[config.mk]
export PLATFORM = sky130hd
export DESIGN_NAME = hsc_prep
export DESIGN_NICKNAME = d
export VERILOG_FILES = /design/src/rtl/hsc_pkg.sv /design/src/rtl/hsc_prep.sv
export SDC_FILE = /design/constraint.sdc
export NUM_CORES = 1
export LEC_CHECK = 0
export BUFFER_PORTS_ARGS = -buffer_cell sky130_fd_sc_hd__buf_2
export CAP_MARGIN = 20
export CORE_MARGIN = 5
export CORE_UTILIZATION = 30
export DETAILED_ROUTE_END_ITERATION = 8
export GPL_TIMING_DRIVEN = 0
export PLACE_DENSITY_LB_ADDON = 0.3
export SYNTH_ARGS = -nofsm -noshare
export SYNTH_HDL_FRONTEND = slang
export SYNTH_SLANG_ARGS = --single-unit
[constraint.sdc]
create_clock -name clock -period 21.4 [get_ports clock]
set_input_delay 0 -clock clock [delete_from_list [all_inputs] [get_ports clock]]
set_output_delay 0 -clock clock [all_outputs]
set_load 0.02 [all_outputs]
[src/rtl/hsc_pkg.sv]
// Package: payload types, divider lane types and constants for the color converter.
package hsc_pkg;

   localparam int RemW     = 18;   // dividend / remainder width
   localparam int DenW     = 10;   // doubled divisor width
   localparam int QuoW     = 9;    // quotient bits, one per cell
   localparam int NumLanes = 7;

   // lane codes, one division per output field
   localparam int LaneHue  = 0;
   localparam int LaneSat  = 1;
   localparam int LaneLig  = 2;
   localparam int LaneCyan = 3;
   localparam int LaneMag  = 4;
   localparam int LaneYel  = 5;
   localparam int LaneKey  = 6;

   typedef struct packed {
      logic [7:0] red;
      logic [7:0] green;
      logic [7:0] blue;
   } req_type;

   typedef struct packed {
      logic [8:0] hue;
      logic [6:0] saturation;
      logic [6:0] lightness;
      logic [6:0] cyan;
      logic [6:0] magenta;
      logic [6:0] yellow_part;
      logic [6:0] key_black;
   } rsp_type;

   typedef struct packed {
      logic [RemW-1:0] rem;
      logic [DenW-1:0] den;
      logic [QuoW-1:0] quo;
   } lane_type;

   typedef lane_type [NumLanes-1:0] stage_type;

endpackage

[src/rtl/hsc_prep.sv]
// Front cell: max/min, and the rounded dividend and divisor for each lane.
module hsc_prep (
   input  logic              clock,
   input  logic              reset,
   input  logic              valid_i,
   input  hsc_pkg::req_type  pix_i,
   output logic              valid_o,
   output hsc_pkg::stage_type stage_o
);
   import hsc_pkg::*;

   logic [7:0]  r, g, b, mx, mn, d;
   logic [8:0]  sum, sat_den;
   logic [18:0] hue_num;
   logic [16:0] sat_num, cmy_num [3];
   logic [7:0]  comp [3];
   stage_type   stage_in, stage_ff;
   logic        valid_ff;

   // build one lane: dividend 2*num+den, divisor 2*den
   function automatic lane_type mk(input logic [18:0] num, input logic [8:0] den);
      lane_type l;
      l.rem = RemW'({num, 1'b0} + 20'(den));
      l.den = {den, 1'b0};
      l.quo = '0;
      return l;
   endfunction

   always_comb begin
      r = pix_i.red; g = pix_i.green; b = pix_i.blue;
      mx = r; mn = r;
      if (g > mx) mx = g;
      if (b > mx) mx = b;
      if (g < mn) mn = g;
      if (b < mn) mn = b;
      d   = mx - mn;
      sum = 9'(mx) + 9'(mn);
      sat_den = (sum > 9'd255) ? 9'd510 - sum : sum;
      sat_num = 17'(d) * 17'd100;
      // sector numerator, red then green then blue on ties
      if (mx == r) begin
         if (g < b) hue_num = 19'd360 * 19'(d) - 19'd60 * 19'(b - g);
         else       hue_num = 19'd60 * 19'(g - b);
      end else if (mx == g) begin
         hue_num = 19'd120 * 19'(d) + 19'd60 * 19'(b) - 19'd60 * 19'(r);
      end else begin
         hue_num = 19'd240 * 19'(d) + 19'd60 * 19'(r) - 19'd60 * 19'(g);
      end
      comp[0] = r; comp[1] = g; comp[2] = b;
      for (int i = 0; i < 3; i++) cmy_num[i] = 17'(mx - comp[i]) * 17'd100;

      // grey pixel: hue and saturation forced to zero
      if (d == 8'd0) begin
         stage_in[LaneHue] = mk('0, 9'd1);
         stage_in[LaneSat] = mk('0, 9'd1);
      end else begin
         stage_in[LaneHue] = mk(hue_num, 9'(d));
         stage_in[LaneSat] = mk(19'(sat_num), sat_den);
      end
      stage_in[LaneLig] = mk(19'd100 * 19'(sum), 9'd510);
      stage_in[LaneKey] = mk(19'd100 * 19'(8'd255 - mx), 9'd255);
      // black pixel: cyan, magenta, yellow zero
      for (int i = 0; i < 3; i++) begin
         if (mx == 8'd0) stage_in[LaneCyan + i] = mk('0, 9'd1);
         else            stage_in[LaneCyan + i] = mk(19'(cmy_num[i]), 9'(mx));
      end
   end

   always_ff @(posedge clock) begin
      stage_ff <= stage_in;
      if (reset) valid_ff <= 1'b0;
      else       valid_ff <= valid_i;
   end

   assign valid_o = valid_ff;
   assign stage_o = stage_ff;
endmodule

[After elaboration in Yosys (flattened, before gate mapping)]
Index checks and enable logic that the tools add are counted.
Storage, ports and cells
  register bits after elaboration: 206
  output and inout port bits: 260
Cells by class
  muxes and demuxes: 8
  multipliers: 14
  eq/ne operators: 2
  add/subtract/negate cells: 21
  magnitude comparators: 6
  reductions and logical operators: 2
Operator list (count)
  adder 18 x 8 -> 18 bit: 4
  multiplier 4 x 8 -> 12 bit, first input constant: 5
  multiplier 17 x 5 -> 15 bit, second input constant: 3
  two-way mux 17 bit: 3
  subtractor 8 x 8 -> 9 bit: 5
  multiplier 4 x 19 -> 15 bit, first input constant: 2
  two-way mux 8 bit: 4
  less-than comparator 8 bit: 3
  multiplier 5 x 19 -> 15 bit, first input constant: 1
  adder 17 x 9 -> 18 bit, second input constant: 1
  adder 18 x 8 -> 18 bit, second input constant: 1
  adder 16 x 14 -> 17 bit: 1
  adder 16 x 9 -> 17 bit: 1
  subtractor 16 x 14 -> 17 bit: 1
  subtractor 17 x 14 -> 17 bit: 1
  subtractor 17 bit: 1
  adder 15 x 14 -> 16 bit: 1
  equality test 8 bit: 2
  greater-than comparator 8 bit: 2
  logical NOT 8 bit: 2
  multiplier 5 x 9 -> 14 bit, first input constant: 1
  multiplier 6 x 8 -> 14 bit, first input constant: 1
  multiplier 8 x 5 -> 13 bit, second input constant: 1
  adder 8 x 8 -> 9 bit: 1
  other kinds (5): 5

[Logic depth before layout (Yosys ltp)]
  depth after elaboration: 11
  gate-level depth with buffers: 50
  gate-level depth less buffers: 49

[Worst setup path before layout]
No wires, ideal clock.
  path kind: input -> register
  from: input port pix_i[17] in the netlist's numbering
  to: register stage_ff, in the netlist stage_o[36]
  arrival time: 9574 ps
  setup time: 70 ps
  stages on the path: 45
  required time: 21330 ps
  path buffers: 1
  slack: 11757 ps
  cell sequence: inv_1 ha_1 nor2b_1 o21a_1 o21a_1 o21bai_1 a21oi_1 clkbuf_1 nor2_1 a21oi_1 ha_1 and4_1 a32oi_1 mux2i_1 ha_1 inv_1 fa_1 nor2b_1 (+9 left out) ha_1 nand3_1 o211ai_1 nor2_1 xor2_1 fa_1 inv_1 ha_1 a21oi_1 o21ai_0 a31oi_1 xnor2_1 a22o_1 o2111ai_1 a21oi_2 nand4bb_4 or4_1 a21oi_1
On the way
  cells in the longest elaborated chain, start to end: 11
  elaborated cells between the ends (all ways): 25
Ends and longest elaborated chain
  from (decl): RTL line hsc_prep.sv:6  | input hsc_pkg::req_type pix_i,
  greater-than comparator 8 bit or less-than comparator 8 bit (tied branches): RTL line hsc_prep.sv:32, hsc_prep.sv:34
  two-way mux 8 bit (on tied branches): RTL line hsc_prep.sv:32, hsc_prep.sv:34
  greater-than comparator 8 bit or less-than comparator 8 bit (tied branches): RTL line hsc_prep.sv:33, hsc_prep.sv:35
  two-way mux 8 bit (on tied branches): RTL line hsc_prep.sv:33, hsc_prep.sv:35
  subtractor 8 bit (*): RTL line hsc_prep.sv:36  | d = mx - mn;
  net d[4]: RTL line hsc_prep.sv:12  | logic [7:0] r, g, b, mx, mn, d;
  multiplier 4 x 8 -> 12 bit: RTL line hsc_prep.sv:45, hsc_prep.sv:47
  adder 16 x 14 -> 17 bit or adder 15 x 14 -> 16 bit (tied branches): RTL line hsc_prep.sv:47, hsc_prep.sv:45
  subtractor 17 x 14 -> 17 bit or subtractor 16 x 14 -> 17 bit (tied branches): RTL line hsc_prep.sv:47, hsc_prep.sv:45
  two-way mux 17 bit: RTL line hsc_prep.sv:44  | end else if (mx == g) begin
  two-way mux 17 bit: RTL line hsc_prep.sv:41  | if (mx == r) begin
  adder 18 x 8 -> 18 bit: RTL line hsc_prep.sv:23  | l.rem = RemW'({num, 1'b0} + 20'(den));
  to (signal assigned): RTL line hsc_prep.sv:70  | stage_ff <= stage_in;
  to (decl): RTL line hsc_prep.sv:17  | stage_type stage_in, stage_ff;
The timed path passes the listed nets; every way through them passes the cells marked *.
A chain may end at the register's enable or synchronous reset.

[Final worst setup path]
  from: input port pix_i[22] in the netlist's numbering
  to: register stage_ff, in the netlist stage_o[36]
Same word-level chain as after synthesis.

==> results.md <==
* Post-synth ARST share at 0%
* Total GRT Usage at approximately 15%
* Area leader, netlist: ha_1
* RSZ-0062 raised after global routing: no
* Die span in y at 283.3 µm
* Post-Syn Instances at approximately 2600
* Core Area at 74320 µm²
* Post-CTS Resized at 0
* Vias in the first global route at between 15000 and 20000
* # Max-Cap Violations at 0
* Top Ports at between 200 and 300
* Commonest cells post-synth: ha_1, inv_1, nor2_1, xnor2_1, fa_1
* Clk buf depth at 2
* Horiz. Die Dim at 283.3 µm
* Period utilization at 55.52%
* Crit path buf inv count at 8
* Clock H-tree levels at 4
* Post-synthesis mux area share at 1.842%
* FMAX at 84.17 MHz
* Post-synthesis compound-gate area fraction at 14.76%
* Ys flop type: dfxtp_1
* Routability congestion estimate at 0.8405
* Synth Area in Adders at between 30% and 40%
* Seq cells post-synth at 129
* Starting Density at a little under a third
* Setup Buffers After CTS at 0
* Largest net degree at the start of global routing at 18
* Hold Vio Cnt, Final at 0
* Total gr overflow at 0
* CTS tree: yes
* DRC at 0
* Filler Cell Count at 7827
* Worst Setup Start Kind: primary input
* Area Growth Syn to Fin at 14.21%
* Reg clk slew, reported paths at 60 ps
* Critical path class: in2reg
* Top delay family on crit path: compound AO/OA/AOI/OAI gates
* First-pass GRT wire length at 96110 µm
* Post-synth top area share at 23.51%
* Largest stage delay on the critical path at 850 ps
* Initial antenna violation count at 12
* Final setup TNS at 0 ps
* Root buf cell: clkbuf_16
* Largest family of logic cells by synthesized area: adder cells
* First-pass detailed-route iteration total at 6
* Port bufs at 187
* Total length of routed wires at 59830 µm
* Simple-gate portion of the synthesized area at 12.53%
* Critical Path AT at 12270 ps
* Hpwl dp at 51900 µm
* Layout cell share with drive strength beyond 1 at between 10% and 20%
* Min-Delay Path Class: in2reg
* Crit path time final at around 12000 ps
* Critical Path RT at between 20000 and 25000 ps
* DR vias/cell at approximately 4.5
* Slew headroom at 28.62%
* Worst-margin pin slew at about 1100 ps
* Avg Cell Area, Syn at 8.547 µm²
* Netlist cell types at 91
* Num Clock Sinks at 129
* Final #Nets at 3531
* Top-count cell post-synth: ha_1
* Sequential cell area fraction in the yosys report at about 12%
* 1st-iter DRT viols at about 900
* Max-slew violation count at 0
* Status: completed
* Die area at 80270 µm²
* Number of enable flip-flop cells after synthesis at 0
* Crit Path Max Fanout at 11
* Mapped cell area at between 20000 and 25000 µm²
* Synthesis Warnings at 0
* Total CTS buffers at 17
* Post-Synth XOR/XNOR Area at 10.35%
* Setup crit end kind: flop
* # setup viols final at 0
* Via count at 17760
* Critical path's slowest cell: mux2i_2
* Antenna-violating nets left at 0
* WL/cell at 15.27 µm
* Synth top area cells: ha_1, fa_1, dfxtp_1
* Rows at 100
layer usage:
| layer | up-vias | global-route usage, % | wire length, µm |
|---|---|---|---|
| li1 | 9179 | - | - |
| met1 | 8202 | 19.77 | 28320 |
| met2 | 316 | 24.62 | 27530 |
| met3 | 50 | 3.119 | 3006 |
| met4 | 10 | 3.468 | 901 |
| met5 | - | 0 | 75 |
metrics by stage:
stage               area (µm²)  setup WS [ps]  util (%)  cells  hold slack, ps
detailed placement       24950           9272     33.57   3877           160.5
global placement         24920           8476     33.53   3875           156.3
CTS                      25570           9714     34.41   3910           247.2
floorplan                22770          11760         -   2719           71.61
finish                   25590           9520     34.44   3918           294.1
global route             25580           8590     34.42   3913           296.2
what timing repair did:
action | in CTS | in global routing
hold buffers | 2 | 0
setup endpoints to repair | 0 | 0
hold endpoints to repair | 1 | 0
cell families (layout without fill, tap and decap cells):
| kind of cell | Yosys count | in the layout |
|---|---|---|
| multiplexers | 39 | 39 |
| adder cells (fa/ha/maj) | 575 | 575 |
| AND/OR/NAND/NOR | 562 | 562 |
| flip-flops | 129 | 129 |
| AO/OA/AOI/OAI | 496 | 496 |
| other | 2 | 107 |
| XOR/XNOR | 264 | 264 |
| buffers and inverters | 555 | 777 |
flip-flops by register name, summed over array words and instances, names as in the netlist:
name,count
stage_o,128
valid_o,1
placed cells by master (no fill, tap or decap), drive strengths merged, types with 12 or more instances in the layout:
master  instances
a211oi         18
a21o           82
a21oi         157
a31oi          12
and2           18
and3           18
buf           341
clkbuf         38
conb           99
dfxtp         129
fa            154
ha            421
inv           386
mux2           18
mux2i          21
nand2          94
nand2b         24
nand3          41
nand4          16
nor2          192
nor2b          43
nor3           44
nor3b          13
o211ai         20
o21a           22
o21ai          82
o21bai         32
or2            13
or3            17
xnor2         161
xor2          103
tightest hold or removal path: cells and delay by family:
kind / cells / cell delay, ps
buf+inv: 2 / 610
simple gates: 1 / 100
final cells by class:
class	instances	area (µm²)	share of cell area (%)
diodes	8	20.02	0.07822
plain buffers	168	1167	4.561
well taps	969	1212	4.737
flip-flops and latches	129	2582	10.09
clock inverters	9	131.4	0.5133
clock buffers	22	474.2	1.853
repair buffers	191	970.9	3.794
inverters	387	1453	5.676
multi-input cells	2035	17580	68.70
final timing paths:
check,to,cells after the start,from
setup / recovery,stage_o[36],42,pix_i[22]
hold / removal,valid_o,3,valid_i
Power is left out: the tool's default activity adds up to more than one toggle a clock period on the data nets, which glitch-free logic cannot reach.
