[config.mk]
export PLATFORM = sky130hd
export DESIGN_NAME = hsc_div_cell
export DESIGN_NICKNAME = d
export VERILOG_FILES = /design/src/rtl/hsc_pkg.sv /design/src/rtl/hsc_div_cell.sv
export SDC_FILE = /design/constraint.sdc
export NUM_CORES = 1
export LEC_CHECK = 0
export BUFFER_PORTS_ARGS = -buffer_cell sky130_fd_sc_hd__clkbuf_2
export CORE_AREA = 10 10 194 196
export DETAILED_ROUTE_END_ITERATION = 12
export DIE_AREA = 0 0 204 206
export HOLD_SLACK_MARGIN = 0.05
export PLACE_DENSITY = 0.59
export SLEW_MARGIN = 20
export SYNTH_ARGS = -nofsm -noshare
export SYNTH_HDL_FRONTEND = slang
export SYNTH_SLANG_ARGS = --single-unit
[constraint.sdc]
create_clock -name clock -period 3.1 [get_ports clock]
set_input_delay 0.465 -clock clock [delete_from_list [all_inputs] [get_ports clock]]
set_output_delay 0.465 -clock clock [all_outputs]
set_load 0.05 [all_outputs]
[src/rtl/hsc_pkg.sv]
// Package: payload types, divider lane types and constants for the color converter.
package hsc_pkg;

   localparam int RemW     = 18;   // dividend / remainder width
   localparam int DenW     = 10;   // doubled divisor width
   localparam int QuoW     = 9;    // quotient bits, one per cell
   localparam int NumLanes = 7;

   // lane codes, one division per output field
   localparam int LaneHue  = 0;
   localparam int LaneSat  = 1;
   localparam int LaneLig  = 2;
   localparam int LaneCyan = 3;
   localparam int LaneMag  = 4;
   localparam int LaneYel  = 5;
   localparam int LaneKey  = 6;

   typedef struct packed {
      logic [7:0] red;
      logic [7:0] green;
      logic [7:0] blue;
   } req_type;

   typedef struct packed {
      logic [8:0] hue;
      logic [6:0] saturation;
      logic [6:0] lightness;
      logic [6:0] cyan;
      logic [6:0] magenta;
      logic [6:0] yellow_part;
      logic [6:0] key_black;
   } rsp_type;

   typedef struct packed {
      logic [RemW-1:0] rem;
      logic [DenW-1:0] den;
      logic [QuoW-1:0] quo;
   } lane_type;

   typedef lane_type [NumLanes-1:0] stage_type;

endpackage

[src/rtl/hsc_div_cell.sv]
// Divider cell: one restoring quotient bit for every lane.
module hsc_div_cell #(
   parameter int Shift = 0
) (
   input  logic               clock,
   input  logic               reset,
   input  logic               valid_i,
   input  hsc_pkg::stage_type stage_i,
   output logic               valid_o,
   output hsc_pkg::stage_type stage_o
);
   import hsc_pkg::*;

   stage_type         stage_in, stage_ff;
   logic              valid_ff;
   logic [RemW:0]     trial [NumLanes];

   // subtract the shifted divisor, keep it if no borrow
   always_comb begin
      for (int i = 0; i < NumLanes; i++) begin
         trial[i] = {1'b0, stage_i[i].rem} - ((RemW+1)'(stage_i[i].den) << Shift);
         stage_in[i].den = stage_i[i].den;
         stage_in[i].quo = {stage_i[i].quo[QuoW-2:0], ~trial[i][RemW]};
         stage_in[i].rem = trial[i][RemW] ? stage_i[i].rem : trial[i][RemW-1:0];
      end
   end

   always_ff @(posedge clock) begin
      stage_ff <= stage_in;
      if (reset) valid_ff <= 1'b0;
      else       valid_ff <= valid_i;
   end

   assign valid_o = valid_ff;
   assign stage_o = stage_ff;
endmodule
==> After elaboration in Yosys (flattened, before gate mapping) <==
Cells that the tools add are included.
{ "word_totals": {"ff_bits": 260, "word_cells": 43} }
{ "classes": {"n_addsub": 7, "muxes": 7, "bitwise": 7} }
{ "op_table": {"columns": ["cell", "n"], "rows": [
  ["$sub A18 B10 Y19", 7],
  ["$mux W18", 7],
  ["$not A1 Y1", 7]
]} }

==> Logic depth before layout (Yosys ltp) <==
Gate-level depths: netlist (run 1).
{ "logic_depth": {"ltp_word": 2, "mapped_depth": 13} }

==> Worst setup path before layout (run 1) <==
OpenSTA, ideal clock, no wires.
{ "synth_path": {"path_kind": "input port to flip-flop", "startpoint": "input stage_i[56] in the netlist's numbering", "endpoint": "register stage_ff (netlist bit stage_o[58])", "setup_time_ns": 0.121, "arrival_time_ns": 2.580, "path_slack_ns": 0.399, "cell_stages": 11, "n_path_buf": 1, "cell_sequence": "inv_1 > ha_1 > inv_1 > fa_1 > a211oi_1 > o21ai_0 > a31oi_1 > o211ai_2 > nor2_2 > buf_4 > mux2_2"} }
{ "synth_rtl": {"columns": ["item", "line", "source"], "rows": [
  ["from (decl)", "hsc_div_cell.sv:8", "input hsc_pkg::stage_type stage_i,"],
  ["to (signal assigned)", "hsc_div_cell.sv:29", "stage_ff <= stage_in;"],
  ["to (decl)", "hsc_div_cell.sv:14", "stage_type stage_in, stage_ff;"]
]} }

==> results of run 1 <==
## registers in the layout, summed over array words and instances, names as in the netlist
register  count
stage_o     259
valid_o       1
## cells in the final DEF, fill, tap and decap left out, types with 7 or more instances in the layout
master	synthesis	layout
dfxtp_1	260	260
clkbuf_2	1	514
a211oi_1	9	8
inv_1	89	89
clkbuf_16	0	31
nand3_1	13	13
diode_2	0	7
ha_1	70	70
nand2b_1	15	15
o31ai_1	9	9
a21oi_1	63	63
buf_4	1	14
nor4_1	14	14
o21ai_0	45	45
xor2_1	41	41
nor3_1	34	34
o21a_1	18	18
a21o_1	23	23
fa_1	7	7
nor2b_1	11	11
dlygate4sd3_1	0	124
mux2_2	40	40
nand2_1	45	45
xnor2_1	42	42
nor2_1	84	84
## final cells by class
class,count,share of cell area
clock buffers,43,0.0546
clock inverters,12,0.00535
multi-input cells,693,0.316
repair buffers,653,0.244
inverters,91,0.0215
flip-flops and latches,260,0.323
diodes,7,0.00109
well taps,455,0.0353
## cells in the mapped netlist, drive strengths merged (10+ instances only)
cell type  instances  area share
o31ai             10      0.0075
a21oi             67       0.033
inv               90       0.032
o21ai             46       0.021
ha                70       0.082
nand2b            15      0.0088
nor4              14      0.0082
xor2              41       0.034
xnor2             42       0.034
a21o              23       0.016
a211oi            10      0.0075
dfxtp            260        0.49
nor2              88       0.032
nand3             15      0.0079
nor2b             12      0.0072
mux2              41       0.043
o21a              18       0.013
nor3              38       0.020
nand2             45       0.016
## power by group through the flow
stage | clock network (mW) | logic, mW | registers [mW]
6_report | 3.43 | 2.93 | 3.79
5_1_grt | 3.66 | 3.14 | 3.82
4_1_cts | 3.54 | 2.95 | 3.79
3_5_place_dp | 0 | 2.81 | 3.86
3_3_place_gp | 0 | 2.80 | 3.86
2_1_floorplan | 0 | 0.788 | 5.05
## how the worst max path moves through the flow
stage / start / to / slack (ns) / cells past startpoint
after floorplan: stage_i[56] / stage_o[58] / 0.40 / 11
after global placement: stage_i[167] / stage_o[173] / 0.08 / 10
after detailed placement: stage_i[167] / stage_o[171] / 0.08 / 10
after CTS: stage_i[157] / stage_o[171] / 0.16 / 10
after global routing: stage_i[46] / stage_o[57] / 0.05 / 13
final: stage_i[46] / stage_o[57] / 0.22 / 13
## repair_timing
item,CTS,global route
resized for setup,0,2
hold endpoints to repair,124,0
endpoints found under the setup margin,0,12
hold buffers,124,0
setup buffers,0,0
## per-layer routing
layer / GRT usage / vias to the layer above
met5: 0 / -
li1: - / 5047
met3: 0.0647 / 43
met2: 0.322 / 338
met4: 0.0508 / 0
met1: 0.181 / 4578
## critical path, delay by kind of cell
kind,cells,cell delay (ns)
mux,1,0.34
compound gates,4,0.74
buf+inv,5,0.99
simple gates,1,0.16
fa+ha+maj,2,0.61
## logic make-up after synthesis
kind of cell | synth area share
compound gates | 0.139
xor+xnor | 0.0678
fa+ha+maj | 0.0948
buf+inv | 0.0402
flops | 0.486
mux | 0.0453
simple gates | 0.127
==> results.cfg, run 1 <==
[status]
status = finished, final reports clean

[finish]
register_area_sq_um = 5200
fill_cells = 3253
fin_cells = 2214
layout-drive-gt1-share = 0.373
area_growth_pct = 50.6
nets = 2068
stdcell_area_sq_um = 16100
final_core_util = 0.475
multiInputGateArea_sq_um = 5090

[placement]
io_buffers = 514
hpwlAfterDp_mm = 30.9
dp_slack_ns = 0.0772
place_congestion = 0.850
placed_area_sq_um = 13900
dp.cells = 2028

[logic_synthesis]
ys_async_sr_fraction = 0
syn_avg_cell_area_sq_um = 10.1
synth_edf_count = 0
yosys.cell_types.count = 74
ys.flop_type = dfxtp_1
ys_seq_elements = 260
ys_warn_count = 0
syn_inst = 1059
synthesis.area_sq_um = 10700
synth_seq_area_share = 0.486
synthesis.nets = 1398

[drt]
wl_met3_mm = 3.60
drt_iter0_markers = 242
via_per_inst = 4.52
m1WireLength_mm = 14.3
drtPass1Iterations = 5
detail_route.wl_per_cell_um = 17.3
totalWireLength_mm = 38.3
vias = 10000
route.met2.wl_mm = 19.7
topRoutingLayerUsed = met4
drc = 0
antenna_left = 0

[global_routing]
grt_start_max_net_pins = 18
grt_antenna_before_repair = 7
grt_pass1_wl_mm = 58.4
globalRouteOverflowTotal = 0
grt_use_total = 0.175
first_global_vias = 10600

[power]
power_frac_clock = 0.338
swShare = 0.354
power.share.combinational = 0.289
p_per_area_nw_per_um2 = 629
ir_drop_mv = 0.494
power_leakage_nw = 7.92
pwr-share-seq = 0.373
power_mw = 10.2
p_int_mw = 6.56
p_sw_mw = 3.59

[timing]
finalSetupViolCount = 0
fmax_mhz = 347
worstMarginPinSlew_ns = 0.545
period_needed_ns = 2.88
rsz0062_at_grt = false
period_share = 0.929
slew_headroom = 0.633
setup-tns-final_ns = 0
final_hold_viol_count = 0
hold-worst-slack_ns = 0.0793
fin_ws_ns = 0.221
report.final.slew_viol_count = 0

[floorplan]
die_h_um = 206
start_util = 0.316
io_pins = 522
design.die.area_sq_um = 42000
rows = 68
die_x_um = 204
coreArea_sq_um = 33900

[setup_path]
critPathKind = in2reg
worst-endpoint-required_ns = 3.54
slowest_delay_ns = 0.52
slowest_stage = dlygate4sd3_1
path_cells = dlygate4sd3_1 > clkbuf_2 > ha_1 > inv_1 > fa_1 > a211oi_2 > o21ai_0 > a31oi_1 > buf_4 > o211ai_2 > nor2_2 > buf_12 > mux2_2
arrival_ns = 3.32
end_kind = register
path_max_fanout = 11
start_kind = input port

[flow_run]
cap_violations = 0

[min_path]
hold_end = stage_o[15]
worstHoldPathCells = 1
hp-start = stage_i[15]
hold_class = in2reg

[cts]
clk_path_buf_depth = 3
clk_pin_slew_ns = 0.06
root_buffer = clkbuf_16
h-tree-depth = 1
cts_made_buffers = 30
cts_sinks = 260
cts_tree = done
No activity file was read; power rests on OpenSTA's default activity.
==> inputs of run 2 (changes only) <==
- CORE_AREA: 10 10 194 196 -> 10 10 195 197
- DIE_AREA: 0 0 204 206 -> 0 0 205 207
- PLACE_DENSITY: 0.59 -> 0.58
==> run 2 against run 1 <==
Worst hold slack improved by 0.010 ns. Highest routed layer is now met5. Sequential power about the same. Global-route usage increased by 0.19 points. Power rose by 3.2%. Critical endpoint is now stage_o[64]. Critical path depth decreased by 1. Flip-flop and latch count unchanged. Count of clock-buffer cells in the layout down 6. First-iteration DRC count is 38% higher. Sequential share of layout area shrank 0.22 points. Non-clock buffer count up 7. Via count increased by 1.0%.
==> results.cfg, run 2 (synthesis results as in run 1) <==
[setup_path]
cp_top_family = buffers and inverters
slowest_delay_ns = 0.53
critPathKind = in2reg
arrival_ns = 3.28
path_max_fanout = 8
path_buf_inv = 4
end_kind = register
worst-endpoint-required_ns = 3.52
start_kind = input port
slowest_stage = dlygate4sd3_1
path_cells = dlygate4sd3_1 > clkbuf_2 > ha_1 > inv_1 > fa_1 > a211oi_2 > o21ai_0 > a31oi_2 > o211ai_2 > nor2_2 > buf_4 > mux2_2

[flow_run]
cap_violations = 0

[global_routing]
grt_use_total = 0.176
grt_antenna_before_repair = 5
globalRouteOverflowTotal = 0
grt_start_max_net_pins = 20
first_global_vias = 10500
grt_pass1_wl_mm = 59.8

[cts]
cts_tree = done
clk_path_buf_depth = 3
clk_pin_slew_ns = 0.06
cts_sinks = 260
h-tree-depth = 1
cts_made_buffers = 29
root_buffer = clkbuf_16

[drt]
totalWireLength_mm = 39.2
via_per_inst = 4.57
vias = 10100
drtPass1Iterations = 4
detail_route.wl_per_cell_um = 17.7
drc = 0
drt_iter0_markers = 334
antenna_left = 0

[min_path]
hold_class = in2reg

[timing]
fin_ws_ns = 0.239
report.final.slew_viol_count = 0
finalSetupViolCount = 0
setup-tns-final_ns = 0
slew_headroom = 0.639
period_share = 0.923
fmax_mhz = 350
period_needed_ns = 2.86
rsz0062_at_grt = false
final_hold_viol_count = 0
worstMarginPinSlew_ns = 0.542

[power]
p_per_area_nw_per_um2 = 645
ir_drop_mv = 0.414
power_leakage_nw = 7.98
power_mw = 10.5

[floorplan]
io_pins = 522
design.die.area_sq_um = 42400
die_x_um = 205
start_util = 0.314
coreArea_sq_um = 34100
die_h_um = 207
rows = 68

[finish]
stdcell_area_sq_um = 16200
area_growth_pct = 51.6
layout_commonest_cell = clkbuf_2
layout-drive-gt1-share = 0.374
final_core_util = 0.476
largest_register_ffs = 259
final_cell_mix = 514 x clkbuf_2, 260 x dfxtp_1, 125 x dlygate4sd3_1
fill_cells = 3233
nets = 2074

[placement]
io_buffers = 514
dp_slack_ns = 0.0671
placed_area_sq_um = 13900
hpwlAfterDp_mm = 31.5
place_congestion = 0.854

[status]
status = finished, final reports clean
-- run 2: cell types whose count changed in the layout (fill, tap and decap cells not counted), sizes merged --
cell	delta
bufinv	+7
clkbuf	-6
buf	+6
dlygate4sd3	+1
clkinv	-4
diode	-4
inv	-2
clkinvlp	-1
-- run 2: repair_timing --
action | CTS | global route
setup endpoints to repair | 0 | 11
hold buffers | 125 | 0
gates resized for setup | 0 | 2
setup buffers | 0 | 0
hold endpoints to repair | 125 | 0
-- run 2: power breakdown --
part,internal (mW),switching (mW)
clock network,2.36,1.38
registers,3.69,0.0985
logic,0.899,2.06
-- run 2: per-stage QoR --
step	std cells	hold slack [ns]
global placement	2034	0.567
detailed placement	2034	0.569
CTS	2208	0.0584
global route	2211	0.0649
floorplan	1059	0.493
finish	2211	0.0896
-- run 2: worst paths after layout --
| path | start | end | slack (ns) | depth (start not counted) |
|---|---|---|---|---|
| setup / recovery | stage_i[46] | stage_o[64] | 0.24 | 12 |
| hold / removal | stage_i[122] | stage_o[122] | 0.09 | 1 |
-- run 2: layer usage --
metal / vias to the layer above / wire, um / global-route usage
met5: - / 13 / 0
met1: 4673 / 14400 / 0.181
met4: 2 / 1060 / 0.0591
li1: 5046 / - / -
met3: 59 / 3390 / 0.0609
met2: 330 / 20300 / 0.324
-- run 2: layout make-up --
type	count	area, sq um	area share
inverters	91	347	0.0213
clock buffers	37	786	0.0484
diodes	3	7.51	0.000462
well taps	455	569	0.0350
flip-flops and latches	260	5200	0.320
multi-input cells	693	5090	0.313
clock inverters	12	246	0.0152
repair buffers	660	3990	0.246
